==> src/hdl/gac_pkg.sv <==
// Package of the gamepad autofire controller: widths, register codes,
// reset values, the shot period table and the controller/datapath structs.
// No dependencies.
package gac_pkg;

	localparam int TimeW  = 32;
	localparam int BtnW   = 16;
	localparam int DpadW  = 4;
	localparam int RateW  = 6;
	localparam int StoreW = 8;
	localparam int DebW   = 8;
	localparam int PerW   = 10;
	localparam int CfgIdxW = 3;
	localparam int CfgDataW = 16;

	// configuration register indexes
	typedef enum logic [CfgIdxW-1:0] {
		CFG_TURBO_MASK   = 3'd0,
		CFG_STORED_RATE  = 3'd1,
		CFG_DEFAULT_RATE = 3'd2,
		CFG_RATE_MIN     = 3'd3,
		CFG_RATE_MAX     = 3'd4,
		CFG_DEBOUNCE     = 3'd5
	} cfg_idx_t;

	// register reset values
	localparam logic [BtnW-1:0]   RstTurboMask  = 16'h3FFF;
	localparam logic [StoreW-1:0] RstStoredRate = 8'd15;
	localparam logic [RateW-1:0]  RstDefRate    = 6'd15;
	localparam logic [RateW-1:0]  RstRateMin    = 6'd5;
	localparam logic [RateW-1:0]  RstRateMax    = 6'd30;
	localparam logic [DebW-1:0]   RstDebounce   = 8'd5;
	localparam logic [RateW-1:0]  RstRate       = 6'd15;
	localparam logic [PerW-1:0]   RstPeriod     = 10'd66;

	// dpad codes and phase trims
	localparam logic [DpadW-1:0] DpadUp   = 4'd1;
	localparam logic [DpadW-1:0] DpadDown = 4'd2;
	localparam logic [TimeW-1:0] OnPhaseMs = 32'd3;
	localparam logic [TimeW-1:0] OffTrimMs = 32'd2;

	// 1000 / rate, rate zero treated as one
	localparam logic [PerW-1:0] PeriodMs [64] = '{
		10'd1000, 10'd1000, 10'd500, 10'd333, 10'd250, 10'd200, 10'd166, 10'd142,
		10'd125,  10'd111,  10'd100, 10'd90,  10'd83,  10'd76,  10'd71,  10'd66,
		10'd62,   10'd58,   10'd55,  10'd52,  10'd50,  10'd47,  10'd45,  10'd43,
		10'd41,   10'd40,   10'd38,  10'd37,  10'd35,  10'd34,  10'd33,  10'd32,
		10'd31,   10'd30,   10'd29,  10'd28,  10'd27,  10'd27,  10'd26,  10'd25,
		10'd25,   10'd24,   10'd23,  10'd23,  10'd22,  10'd22,  10'd21,  10'd21,
		10'd20,   10'd20,   10'd20,  10'd19,  10'd19,  10'd18,  10'd18,  10'd18,
		10'd17,   10'd17,   10'd17,  10'd16,  10'd16,  10'd16,  10'd16,  10'd15
	};

	// controller to datapath commands
	typedef struct packed {
		logic capture;
		logic debounce;
		logic adjust;
		logic compare;
		logic phase;
		logic emit;
	} gac_cmd_t;

	// datapath to controller status
	typedef struct packed {
		logic out_free;
	} gac_sts_t;

endpackage

==> src/hdl/gac_ctrl.sv <==
// Sequencer of the autofire controller: steps one poll through the datapath.
// Depends on gac_pkg.
module gac_ctrl (
	input  logic              clk,
	input  logic              arst_n,
	input  logic              in_valid,
	output logic              in_stall,
	input  gac_pkg::gac_sts_t sts,
	output gac_pkg::gac_cmd_t cmd
);
	import gac_pkg::*;

	typedef enum logic [5:0] {
		ST_IDLE = 6'b000001,
		ST_DEB  = 6'b000010,
		ST_ADJ  = 6'b000100,
		ST_CMP  = 6'b001000,
		ST_PH   = 6'b010000,
		ST_OUT  = 6'b100000
	} state_t;

	state_t state_q, state_d;

	// next state
	always_comb begin
		state_d = state_q;
		unique case (state_q)
			ST_IDLE: if (in_valid) state_d = ST_DEB;
			ST_DEB:  state_d = ST_ADJ;
			ST_ADJ:  state_d = ST_CMP;
			ST_CMP:  state_d = ST_PH;
			ST_PH:   state_d = ST_OUT;
			ST_OUT:  if (sts.out_free) state_d = ST_IDLE;
			default: state_d = ST_IDLE;
		endcase
	end

	always_ff @(posedge clk or negedge arst_n) begin
		if (!arst_n) begin
			state_q <= ST_IDLE;
		end else begin
			state_q <= state_d;
		end
	end

	// decode commands
	assign in_stall     = (state_q != ST_IDLE);
	assign cmd.capture  = (state_q == ST_IDLE) && in_valid;
	assign cmd.debounce = (state_q == ST_DEB);
	assign cmd.adjust   = (state_q == ST_ADJ);
	assign cmd.compare  = (state_q == ST_CMP);
	assign cmd.phase    = (state_q == ST_PH);
	assign cmd.emit     = (state_q == ST_OUT) && sts.out_free;

endmodule

==> src/hdl/gac_dp.sv <==
// Datapath of the autofire controller: registers, debounce, toggle and rate
// step, phase timer and the output register. Depends on gac_pkg.
module gac_dp (
	input  logic                          clk,
	input  logic                          arst_n,
	input  gac_pkg::gac_cmd_t             cmd,
	output gac_pkg::gac_sts_t             sts,
	input  logic                          cfg_wr,
	input  logic [gac_pkg::CfgIdxW-1:0]   cfg_index,
	input  logic [gac_pkg::CfgDataW-1:0]  cfg_data,
	input  logic [gac_pkg::TimeW-1:0]     now_ms,
	input  logic                          turbo_key,
	input  logic [gac_pkg::BtnW-1:0]      buttons_in,
	input  logic [gac_pkg::DpadW-1:0]     dpad_in,
	output logic                          out_valid,
	input  logic                          out_stall,
	output logic [gac_pkg::BtnW-1:0]      buttons_out,
	output logic [gac_pkg::DpadW-1:0]     dpad_out,
	output logic                          turbo_held,
	output logic                          led_on,
	output logic [gac_pkg::RateW-1:0]     shot_rate,
	output logic                          save_request
);
	import gac_pkg::*;

	// configuration
	logic [BtnW-1:0]   mask_q;
	logic [StoreW-1:0] stored_q;
	logic [RateW-1:0]  def_rate_q, rate_min_q, rate_max_q;
	logic [DebW-1:0]   deb_q;
	logic              reload_q;

	// captured poll and work values
	logic [TimeW-1:0]  now_q;
	logic              key_raw_q;
	logic [BtnW-1:0]   btn_q;
	logic [DpadW-1:0]  dpad_raw_q, dpad_q;
	logic              save_q;

	// persistent state
	logic              key_stable_q;
	logic [TimeW-1:0]  key_time_q;
	logic [BtnW-1:0]   prev_turbo_q, enable_q;
	logic [DpadW-1:0]  prev_dpad_q;
	logic [RateW-1:0]  rate_q;
	logic [PerW-1:0]   interval_q;
	logic [TimeW-1:0]  phase_start_q;
	logic              off_q, led_q, expired_q;

	// output register
	logic              out_valid_q;
	logic [BtnW-1:0]   out_btn_q;
	logic [DpadW-1:0]  out_dpad_q;
	logic              out_key_q, out_led_q, out_save_q;
	logic [RateW-1:0]  out_rate_q;

	// combinational helpers
	logic [RateW-1:0]  valid_rate;
	logic [TimeW-1:0]  key_elapsed, phase_elapsed;
	logic [BtnW-1:0]   turbo_now, btn_masked;
	logic              do_toggle, do_dpad, step_dn, step_up;
	logic [RateW-1:0]  rate_next;
	logic              off_next;

	assign sts.out_free = !out_valid_q || !out_stall;

	// validated stored rate
	always_comb begin
		if ((stored_q < {2'b00, rate_min_q}) || (stored_q > {2'b00, rate_max_q})) begin
			valid_rate = def_rate_q;
		end else begin
			valid_rate = stored_q[RateW-1:0];
		end
	end

	assign key_elapsed   = now_q - key_time_q;
	assign phase_elapsed = now_q - phase_start_q;

	// toggle and rate step decisions
	assign turbo_now = btn_q & mask_q;
	assign do_toggle = key_stable_q && (turbo_now != '0) && (turbo_now != prev_turbo_q);
	assign do_dpad   = key_stable_q && !do_toggle && (dpad_raw_q != '0)
	                   && (dpad_raw_q != prev_dpad_q);
	assign step_dn   = do_dpad && (dpad_raw_q == DpadDown) && (rate_min_q < rate_q);
	assign step_up   = do_dpad && (dpad_raw_q == DpadUp) && (rate_max_q > rate_q);

	always_comb begin
		rate_next = rate_q;
		priority if (step_dn) begin
			rate_next = rate_q - 6'd1;
		end else if (step_up) begin
			rate_next = rate_q + 6'd1;
		end
	end

	assign off_next   = !off_q;
	assign btn_masked = btn_q & ~enable_q;

	// configuration writes and stored rate
	always_ff @(posedge clk or negedge arst_n) begin
		if (!arst_n) begin
			mask_q     <= RstTurboMask;
			stored_q   <= RstStoredRate;
			def_rate_q <= RstDefRate;
			rate_min_q <= RstRateMin;
			rate_max_q <= RstRateMax;
			deb_q      <= RstDebounce;
			reload_q   <= 1'b0;
		end else begin
			reload_q <= 1'b0;
			if (cfg_wr) begin
				unique case (cfg_index)
					CFG_TURBO_MASK: mask_q <= cfg_data;
					CFG_STORED_RATE: begin
						stored_q <= cfg_data[StoreW-1:0];
						reload_q <= 1'b1;
					end
					CFG_DEFAULT_RATE: begin
						def_rate_q <= cfg_data[RateW-1:0];
						reload_q   <= 1'b1;
					end
					CFG_RATE_MIN: begin
						rate_min_q <= cfg_data[RateW-1:0];
						reload_q   <= 1'b1;
					end
					CFG_RATE_MAX: begin
						rate_max_q <= cfg_data[RateW-1:0];
						reload_q   <= 1'b1;
					end
					CFG_DEBOUNCE: deb_q <= cfg_data[DebW-1:0];
					default: ;
				endcase
			end else if (cmd.adjust && (step_dn || step_up)) begin
				stored_q <= {2'b00, rate_next};
			end
		end
	end

	// controller state: debounce, toggle, rate, phase timer
	always_ff @(posedge clk or negedge arst_n) begin
		if (!arst_n) begin
			key_stable_q  <= 1'b0;
			key_time_q    <= '0;
			prev_turbo_q  <= '0;
			prev_dpad_q   <= '0;
			enable_q      <= '0;
			rate_q        <= RstRate;
			interval_q    <= RstPeriod;
			phase_start_q <= '0;
			off_q         <= 1'b0;
			led_q         <= 1'b0;
		end else begin
			// reload rate after a rate register write
			if (reload_q) begin
				rate_q     <= valid_rate;
				interval_q <= PeriodMs[valid_rate];
			end
			// flip the stable key once settled
			if (cmd.debounce && (key_raw_q != key_stable_q)
			    && (key_elapsed > {24'd0, deb_q})) begin
				key_stable_q <= !key_stable_q;
				key_time_q   <= now_q;
			end
			if (cmd.adjust) begin
				if (do_toggle) begin
					enable_q <= enable_q ^ turbo_now;
				end
				if (step_dn || step_up) begin
					rate_q     <= rate_next;
					interval_q <= PeriodMs[rate_next];
				end
				prev_turbo_q <= turbo_now;
				prev_dpad_q  <= dpad_raw_q;
			end
			// advance the on/off phase
			if (cmd.phase && expired_q) begin
				off_q <= off_next;
				if (off_next) begin
					phase_start_q <= phase_start_q + {22'd0, interval_q} - OffTrimMs;
					led_q         <= |(btn_masked & enable_q);
				end else begin
					phase_start_q <= phase_start_q + OnPhaseMs;
					led_q         <= |(btn_q & enable_q);
				end
			end
		end
	end

	// per-poll work registers
	always_ff @(posedge clk) begin
		if (cmd.capture) begin
			now_q      <= now_ms;
			key_raw_q  <= turbo_key;
			btn_q      <= buttons_in;
			dpad_raw_q <= dpad_in;
			dpad_q     <= dpad_in;
			save_q     <= 1'b0;
		end
		if (cmd.adjust) begin
			if (do_toggle) begin
				btn_q <= btn_q & ~mask_q;
			end
			if (do_dpad && ((dpad_raw_q == DpadDown) || (dpad_raw_q == DpadUp))) begin
				dpad_q <= '0;
			end
			save_q <= step_dn || step_up;
		end
		if (cmd.compare) begin
			expired_q <= !(phase_elapsed < {22'd0, interval_q});
		end
		// mask enabled buttons in an off phase
		if (cmd.phase && ((!expired_q && off_q) || (expired_q && off_next))) begin
			btn_q <= btn_masked;
		end
	end

	// output register
	always_ff @(posedge clk or negedge arst_n) begin
		if (!arst_n) begin
			out_valid_q <= 1'b0;
		end else if (cmd.emit) begin
			out_valid_q <= 1'b1;
		end else if (!out_stall) begin
			out_valid_q <= 1'b0;
		end
	end

	always_ff @(posedge clk) begin
		if (cmd.emit) begin
			out_btn_q  <= btn_q;
			out_dpad_q <= dpad_q;
			out_key_q  <= key_stable_q;
			out_led_q  <= led_q;
			out_rate_q <= rate_q;
			out_save_q <= save_q;
		end
	end

	assign out_valid    = out_valid_q;
	assign buttons_out  = out_btn_q;
	assign dpad_out     = out_dpad_q;
	assign turbo_held   = out_key_q;
	assign led_on       = out_led_q;
	assign shot_rate    = out_rate_q;
	assign save_request = out_save_q;

endmodule

==> src/hdl/gamepad_autofire_controller.sv <==
// Gamepad autofire controller: top level joining sequencer and datapath.
// Depends on gac_pkg, gac_ctrl and gac_dp.
//
// Usage:
// - Input channel (in_valid/in_stall) carries one controller poll: now_ms,
//   turbo_key, buttons_in, dpad_in. A transfer happens when in_valid is high
//   and in_stall is low.
// - Output channel (out_valid/out_stall) returns one result per poll.
// - Config channel (cfg_valid/cfg_ready) writes register cfg_index with
//   cfg_data; cfg_ready is always high. Write only while the block is idle.
// - Sequence: after the input transfer a poll runs through the five datapath
//   steps (debounce, toggle/rate step, phase compare, phase update, result
//   load); the result is loaded into the output register in the last step,
//   and no new input transfer is taken until it has been loaded.
// - Reset: configuration and state registers go to their defaults, shot rate 15,
//   phase interval 66 ms, all autofire enables off, no result pending.
// - A stalled result holds in the output register; the next finished poll
//   waits for it, and the input stays stalled meanwhile.
module gamepad_autofire_controller (
	input  logic                          clk,
	input  logic                          arst_n,
	input  logic                          in_valid,
	output logic                          in_stall,
	input  logic [gac_pkg::TimeW-1:0]     now_ms,
	input  logic                          turbo_key,
	input  logic [gac_pkg::BtnW-1:0]      buttons_in,
	input  logic [gac_pkg::DpadW-1:0]     dpad_in,
	output logic                          out_valid,
	input  logic                          out_stall,
	output logic [gac_pkg::BtnW-1:0]      buttons_out,
	output logic [gac_pkg::DpadW-1:0]     dpad_out,
	output logic                          turbo_held,
	output logic                          led_on,
	output logic [gac_pkg::RateW-1:0]     shot_rate,
	output logic                          save_request,
	input  logic                          cfg_valid,
	output logic                          cfg_ready,
	input  logic [gac_pkg::CfgIdxW-1:0]   cfg_index,
	input  logic [gac_pkg::CfgDataW-1:0]  cfg_data
);
	import gac_pkg::*;

	gac_cmd_t cmd;
	gac_sts_t sts;

	assign cfg_ready = 1'b1;

	gac_ctrl u_ctrl (
		.clk      (clk),
		.arst_n   (arst_n),
		.in_valid (in_valid),
		.in_stall (in_stall),
		.sts      (sts),
		.cmd      (cmd)
	);

	gac_dp u_dp (
		.clk          (clk),
		.arst_n       (arst_n),
		.cmd          (cmd),
		.sts          (sts),
		.cfg_wr       (cfg_valid && cfg_ready),
		.cfg_index    (cfg_index),
		.cfg_data     (cfg_data),
		.now_ms       (now_ms),
		.turbo_key    (turbo_key),
		.buttons_in   (buttons_in),
		.dpad_in      (dpad_in),
		.out_valid    (out_valid),
		.out_stall    (out_stall),
		.buttons_out  (buttons_out),
		.dpad_out     (dpad_out),
		.turbo_held   (turbo_held),
		.led_on       (led_on),
		.shot_rate    (shot_rate),
		.save_request (save_request)
	);

endmodule

==> config.mk <==
export PLATFORM = sky130hd
export DESIGN_NAME = gamepad_autofire_controller
export DESIGN_NICKNAME = d
export VERILOG_FILES = /design/src/hdl/gac_pkg.sv /design/src/hdl/gac_ctrl.sv /design/src/hdl/gac_dp.sv /design/src/hdl/gamepad_autofire_controller.sv
export SDC_FILE = /design/constraint.sdc
export NUM_CORES = 1
export LEC_CHECK = 0
export BUFFER_PORTS_ARGS = -buffer_cell sky130_fd_sc_hd__buf_2
export CORE_ASPECT_RATIO = 0.5
export CORE_MARGIN = 2
export CORE_UTILIZATION = 57
export DETAILED_ROUTE_END_ITERATION = 10
export GPL_TIMING_DRIVEN = 0
export PLACE_DENSITY = 0.78
export RECOVER_POWER = 25
export SYNTH_ARGS = -nofsm -noshare
export SYNTH_HDL_FRONTEND = slang
export SYNTH_SLANG_ARGS = --single-unit
==> constraint.sdc <==
create_clock -name clk -period 4.4 [get_ports clk]
set_input_delay 0.44 -clock clk [delete_from_list [all_inputs] [get_ports clk]]
set_output_delay 0.44 -clock clk [all_outputs]
set_load 0.02 [all_outputs]
==> results of run 1 <==
-- worst register-to-register path, cell delays in order, from the launching register on --
cell and delay (ps):
edfxtp_1 410, ha_1 290, nor2b_1 130, o21a_1 190, o21ai_2 150, a21oi_2 90
o21ai_1 150, a21oi_1 100, o21a_1 180, nor2_2 100, xnor2_1 130, ha_1 300
a222oi_1 270, nand4_1 170, a2111oi_2 250, o311a_1 210, o2111ai_1 100, or4b_1 460
or4_1 490, nor4_2 150, nand4_1 120, nand4b_1 240
-- synthesized netlist by cell type (all sizes together) (10+ instances only) --
cell and instances:
nor2b 20, nand2 190, o21bai 14, nor4 23, edfxtp 68, ha 191, a31oi 19, nand2b 18
a21oi 174, mux2 74, mux2i 37, xnor2 40, a22oi 20, inv 177, o21a 14, clkbuf 65
dfxtp 20, nand4 24, a21o 38, and2 11, o31ai 10, dfstp 37, nor2 136, nand3 62
dfrtp 140, o21ai 166, o22ai 43, o211ai 27, a211oi 13, or4 10, xor2 51, nor3 45
and3 27, o221ai 10
-- where the power goes --
group	internal (mW)	switching (mW)	leakage (nW)
Sequential	3.29	0.648	3.00
Combinational	3.35	4.50	6.44
Clock	1.47	1.09	0.457
-- cell families (layout without fill, tap and decap cells) --
family | count (synthesis) | in the layout | share of synthesized area [%]
AOI/OAI and AO/OA | 641 | 641 | 20.9
and+or+nand+nor | 610 | 610 | 15.1
DFF | 265 | 265 | 35.5
buffers and inverters | 253 | 444 | 5.03
adders and majority gates | 194 | 194 | 12.6
muxes | 112 | 112 | 6.85
xor gates and xnor gates | 91 | 91 | 4.09
other | 1 | 1 | 0.0192
-- what timing repair did --
action,4_1_cts,5_1_grt
resized for setup,35,36
setup endpoints to repair,44,43
cloned,3,0
setup buffers,22,9
pin swaps,11,19
hold endpoints to repair,46,0
hold buffers,1,0
-- how the worst min path moves through the flow --
stage                        start                 end  slack [ps]  cells after the start
floorplan                   arst_n   u_ctrl.state_q[1]         140                      0
global placement    u_dp.dpad_q[1]    u_dp.dpad_out[1]         410                      0
detailed placement          arst_n  u_dp.rate_max_q[5]         410                      1
CTS                      now_ms[9]       u_dp.now_q[9]          10                      1
global route             now_ms[9]       u_dp.now_q[9]          20                      1
finish                   now_ms[9]       u_dp.now_q[9]          30                      1
-- sequential cells by signal, indices dropped and copies added, names as in the netlist, 6 cells and up --
register	cells
u_dp.rate_q	6
u_dp.stored_q	8
u_dp.shot_rate	6
u_dp.btn_q	16
u_dp.interval_q	10
u_dp.phase_start_q	32
u_dp.deb_q	8
u_dp.enable_q	16
u_dp.prev_turbo_q	16
u_dp.buttons_out	16
u_dp.key_time_q	32
u_dp.now_q	32
u_dp.def_rate_q	6
u_dp.mask_q	16
u_dp.rate_max_q	6
u_dp.rate_min_q	6
u_ctrl.state_q	6
-- final cells by class --
type / count / area [sq um]
timing repair buffer: 143 / 925
sequential: 265 / 6920
inverter: 179 / 676
fill: 2701 / 11100
tap: 441 / 552
clock inverter: 17 / 278
buffer: 74 / 334
clock buffer: 31 / 679
multi-input combinational: 1649 / 11900
-- routing by layer --
metal	vias up	track usage (%)	part of all wire [%]
li1	8316	-	-
met1	8405	42.7	44
met2	691	50.7	46
met3	133	4.61	6.8
met4	2	9.32	3.2
met5	-	0	0.012
-- per-stage QoR --
step / power (mW) / hold slack [ps] / instance area, sq um / setup slack [ps] / instances
global route: 15.3 / 16.0 / 22300 / -893 / 2799
floorplan: 9.27 / 144 / 19500 / -147 / 2167
finish: 14.4 / 32.3 / 22300 / -558 / 2799
detailed placement: 11.1 / 409 / 20700 / -914 / 2717
CTS: 14.0 / 11.6 / 22100 / -476 / 2791
global placement: 10.9 / 413 / 20600 / -940 / 2715
-- layout by cell type (no fill, tap or decap), types with 19 or more instances in the layout --
| cell type | Yosys | layout |
|---|---|---|
| mux2i_1 | 37 | 36 |
| nand2_1 | 190 | 190 |
| ha_1 | 191 | 188 |
| buf_2 | 4 | 103 |
| dfxtp_1 | 20 | 20 |
| mux2_4 | 29 | 29 |
| a21oi_1 | 174 | 168 |
| clkbuf_16 | 0 | 26 |
| o211ai_1 | 27 | 27 |
| nor2_1 | 135 | 133 |
| a21o_1 | 38 | 38 |
| dfrtp_1 | 140 | 140 |
| nand4_1 | 24 | 24 |
| o21ai_0 | 163 | 157 |
| a22oi_1 | 20 | 20 |
| xnor2_1 | 40 | 36 |
| nand3_1 | 62 | 59 |
| clkbuf_1 | 65 | 73 |
| mux2_2 | 45 | 45 |
| nor3_1 | 44 | 44 |
| xor2_1 | 51 | 51 |
| nor4_1 | 23 | 19 |
| buf_4 | 1 | 26 |
| edfxtp_1 | 68 | 68 |
| and3_1 | 27 | 27 |
| dfstp_2 | 37 | 37 |
| inv_1 | 176 | 172 |
| o22ai_1 | 43 | 42 |
==> results.py, run 1 <==
metrics = {
    "status": {
        "status": "finished with violations",
        "violations": "capacitance limit, slew limit, setup timing",
    },
    "setup_path": {
        "crit_fanout": 2,
        "cp-start-kind": "flip-flop",
        "critPathArrivalTime_ps": 5250,
        "rr_endpoint": "u_dp.expired_q",
        "r2r_start": "u_dp.now_q[1]",
        "cp_slowest_cell": "or4_1",
        "path_buf_inv": 0,
        "endpoint_kind": "flip-flop",
        "cp.required_ps": 4690,
        "path_depth": 21,
        "reg2reg_slack_ps": -560,
        "slowest_delay_ps": 490,
        "cp_top_family": "simple AND/OR/NAND/NOR gates",
        "endpoint": "u_dp.expired_q",
        "path_class": "flip-flop to flip-flop",
        "startpoint": "u_dp.now_q[1]",
        "crit_chain": "ha_1 > nor2b_1 > o21a_1 > o21ai_2 > a21oi_2 > o21ai_1 > a21oi_1 > o21a_1 > nor2_2 > xnor2_1 > ha_1 > a222oi_1 > nand4_1 > a2111oi_2 > o311a_1 > o2111ai_1 > or4b_1 > or4_1 > nor4_2 > nand4_1 > nand4b_1",
        "reg2reg_depth": 21,
    },
    "placement": {
        "io_buffers": 107,
        "dpl.hpwl_mm": 41.1,
        "routabilityCongestion": 0.955,
    },
    "pwr": {
        "p_per_area_nw_per_um2": 645,
        "vdd_drop_max_mv": 0.352,
        "p_leak_nw": 9.90,
    },
    "drt": {
        "dr.first_iter.drc_count": 1881,
        "ant_nets": 0,
        "routed_wl_mm": 56.5,
        "drtPass1Iterations": 6,
        "viasPerCell": 6.27,
        "wl_per_cell_um": 20.2,
        "num_vias": 17500,
        "drc_errors": 0,
    },
    "floorplanning": {
        "initial_utilization_pct": 58.5,
        "dieHeight_um": 135,
        "core_sq_um": 33300,
        "dieWidth_um": 266,
        "rows": 47,
        "pin_count": 109,
        "die_area_sq_um": 35800,
    },
    "layout": {
        "utilization_pct": 66.7,
        "fin_nets": 2609,
        "drive_gt1_share_pct": 15.4,
        "antenna_cells": 0,
        "syn_to_final_growth_pct": 14.1,
    },
    "logic_synthesis": {
        "netlist_area_sq_um": 19500,
        "ys_ff_latch": 265,
        "synth_edf_count": 68,
        "async_flop_share_pct": 66.8,
        "syn-instance-count": 2167,
        "netlist.area_leader.share_pct": 18.0,
        "synthFlopType": "dfrtp_1",
        "yosys.cell_types.count": 85,
        "yosysWarnings": 0,
        "synth_top_area_cell": "dfrtp_1",
        "syn_nets": 2438,
        "seq_area_frac_synth_pct": 35.5,
        "avgSynthCellArea_sq_um": 9.00,
        "ys_top_cells_by_area": "dfrtp_1 (18%), ha_1 (12%), edfxtp_1 (10%)",
    },
    "global_route": {
        "grt_remaining_overflow": 0,
        "antenna_found_initial": 1,
        "grt.total_usage_pct": 30.9,
        "grt_max_degree": 122,
        "grt_pass1_vias": 16500,
        "grt_pass1_wl_mm": 88.1,
    },
    "sta": {
        "worst_slack_ps": -558,
        "hold_viol": 0,
        "finalCriticalPeriod_ps": 4960,
        "slew_violations": 57,
        "tightest_slew_ps": 3460,
        "fin_skew_ps": 14.8,
        "fin_setup_tns_ps": -16890,
        "grt_setup_unrepaired": "yes",
        "setup_viol": 34,
        "fmax_ghz": 0.202,
        "relSlewSlack_pct": -131,
        "min_period_over_period_pct": 113,
    },
    "clock_tree": {
        "clock-sinks": 265,
        "cts_buffers": 26,
        "clk_pin_slew_ps": 70,
        "clk_path_buf_depth": 3,
        "cts_tree": "yes",
        "htree_levels": 1,
        "clk_latency_ps": 580,
        "cts_root_buffer": "clkbuf_16",
    },
    "run": {
        "maxCapViolCount": 1,
    },
    "worst_hold_path": {
        "hold_path_class": "input port to flip-flop",
    },
}
Note: power is estimated with default switching activity, not from simulation.
==> run 2: changes to the inputs <==
- CORE_UTILIZATION: 57 -> 60
- PLACE_DENSITY: 0.78 -> 0.79
- clock period: 4.4 -> 5.73 ns (I/O delays scaled with it)
==> run 2 against run 1 <==
Effect of this change: first-iteration DRC count is 1.6% lower; hold slack improved by 140 ps; the run ends with capacitance limit, slew limit left; design area fell by 3.3%; critical endpoint unchanged.
==> results.py, run 2 (synthesis gave the netlist of run 1 again) <==
metrics = {
    "drt": {
        "viasPerCell": 6.24,
        "topRoutingLayerUsed": "met4",
        "wl_met2_mm": 24.6,
        "num_vias": 17200,
        "wl_met1_mm": 23.6,
        "met3_length_mm": 3.77,
        "wl_per_cell_um": 19.4,
        "drc_errors": 0,
        "ant_nets": 0,
        "routed_wl_mm": 53.5,
        "dr.first_iter.drc_count": 1850,
        "drtPass1Iterations": 5,
    },
    "worst_hold_path": {
        "min_to": "u_ctrl.state_q[0]",
        "hold_path_class": "input port to flip-flop",
        "hp-start": "in_valid",
        "hold_path_depth": 2,
    },
    "sta": {
        "hold_viol": 0,
        "fin_skew_ps": 12.8,
        "setup_viol": 0,
        "tightest_slew_ps": 2860,
        "relSlewSlack_pct": -90.5,
        "finalCriticalPeriod_ps": 5370,
        "fin_setup_tns_ps": 0,
        "slew_violations": 105,
        "min_period_over_period_pct": 93.8,
        "worst_slack_ps": 356,
        "fmax_ghz": 0.186,
        "grt_setup_unrepaired": "no",
    },
    "setup_path": {
        "cp_slowest_cell": "or4_1",
        "endpoint_kind": "flip-flop",
        "path_class": "flip-flop to flip-flop",
        "r2r_start": "u_dp.phase_start_q[1]",
        "cp_top_family": "compound AO/OA/AOI/OAI gates",
        "crit_fanout": 4,
        "reg2reg_depth": 22,
        "crit_chain": "inv_2 > ha_1 > nor2b_1 > o21a_1 > o21ai_1 > a21oi_2 > o21ai_0 > a21oi_1 > o21a_1 > nor2_1 > xnor2_1 > ha_1 > a222oi_1 > nand4_1 > a2111oi_0 > o311a_1 > o2111ai_1 > or4b_1 > or4_1 > nor4_2 > nand4_1 > nand4b_1",
        "path_buf_inv": 1,
        "critPathArrivalTime_ps": 5690,
        "cp-start-kind": "flip-flop",
        "cp.required_ps": 6040,
        "slowest_delay_ps": 490,
        "rr_endpoint": "u_dp.expired_q",
        "reg2reg_slack_ps": 360,
    },
    "floorplanning": {
        "rows": 46,
        "initial_utilization_pct": 61.3,
        "core_sq_um": 31800,
        "die_area_sq_um": 34000,
        "dieWidth_um": 259,
        "pin_count": 109,
        "dieHeight_um": 131,
    },
    "status": {
        "status": "finished with violations",
        "violations": "capacitance limit, slew limit",
    },
    "pwr": {
        "power.share.switching_pct": 43.6,
        "internal_power_mw": 5.84,
        "pwr-share-comb_pct": 53.6,
        "clockPowerShare_pct": 17.3,
        "seqPwrFrac_pct": 29.1,
        "vdd_drop_max_mv": 0.295,
        "p_leak_nw": 9.59,
        "netSwitchingPower_mw": 4.52,
        "p_per_area_nw_per_um2": 481,
    },
    "layout": {
        "layout_commonest_cell": "ha_1",
        "fin_nets": 2576,
        "syn_to_final_growth_pct": 10.4,
        "reg.largest.list": "u_dp.key_time_q x32, u_dp.now_q x32, u_dp.phase_start_q x32",
        "antenna_cells": 0,
        "most-common-layout-cells": "ha_1 (191), nand2_1 (190), inv_1 (174)",
        "drive_gt1_share_pct": 12.5,
    },
    "clock_tree": {
        "cts_root_buffer": "clkbuf_16",
        "cts_tree": "yes",
        "htree_levels": 1,
        "clk_latency_ps": 580,
        "clock-sinks": 265,
        "cts_buffers": 25,
        "clk_path_buf_depth": 3,
        "clk_pin_slew_ps": 80,
    },
    "placement": {
        "io_buffers": 107,
        "dpl.hpwl_mm": 39.9,
        "dpl_worst_slack_ps": 224,
        "routabilityCongestion": 0.975,
    },
    "global_route": {
        "grt_pass1_vias": 16000,
        "antenna_found_initial": 0,
        "grt_remaining_overflow": 0,
        "grt_pass1_wl_mm": 85.0,
        "grt.total_usage_pct": 30.9,
        "grt_max_degree": 106,
    },
    "run": {
        "maxCapViolCount": 1,
    },
}
run 2: worst reg2reg max path: cells and delay by family, from the launching register on:
kind                     cells  cell delay [ps]
AO/OA/AOI/OAI               10             2010
flip-flops                   1              410
buffers and inverters        1              120
AND/OR/NAND/NOR              8             1950
adder cells (fa/ha/maj)      2              530
XOR/XNOR                     1              120
run 2: timing repair:
action / 4_1_cts / 5_1_grt
hold endpoints to repair: 0 / 0
setup endpoints to repair: 0 / 1
hold buffers: 0 / 0
gates resized for setup: 0 / 4
setup buffers: 0 / 2
run 2: final cells by class:
cell class	count	area, sq um
Buffer	74	309
Clock buffer	34	753
Clock inverter	12	116
Fill cell	2634	10300
Inverter	179	672
Multi-Input combinational cell	1649	11600
Sequential cell	265	6920
Tap cell	432	541
Timing Repair Buffer	111	591
run 2: how the worst max path moves through the flow:
stage	from	end	slack [ps]	depth (start not counted)
CTS	u_dp.phase_start_q[1]	u_dp.expired_q	200	22
detailed placement	u_dp.phase_start_q[1]	u_dp.expired_q	220	22
global placement	u_dp.phase_start_q[1]	u_dp.expired_q	300	22
global route	u_dp.phase_start_q[1]	u_dp.expired_q	10	22
floorplan	u_dp.now_q[1]	u_dp.expired_q	900	21
finish	u_dp.phase_start_q[1]	u_dp.expired_q	360	22
run 2: metrics by stage:
step	utilization, %	hold slack [ps]	cells	area [sq um]	power (mW)
finish	67.6	168	2756	21500	10.4
global route	67.6	156	2756	21500	11.1
CTS	67.6	107	2754	21500	10.3
detailed placement	64.9	416	2708	20600	8.44
global placement	64.6	405	2706	20600	8.33
floorplan	-	277	2167	19500	7.11
run 2: power by group through the flow:
stage | registers (mW) | logic [mW] | clock network (mW)
final | 3.02 | 5.55 | 1.79
after global routing | 3.08 | 6.15 | 1.89
after CTS | 3.01 | 5.45 | 1.81
after detailed placement | 3.03 | 5.40 | 0
after global placement | 3.02 | 5.31 | 0
after floorplan | 2.85 | 4.26 | 0
run 2: layer usage:
layer	global-route usage, %	up-vias
met3	4.86	107
met4	8.99	0
li1	-	8223
met2	49.9	687
met1	42.9	8189
met5	0	-
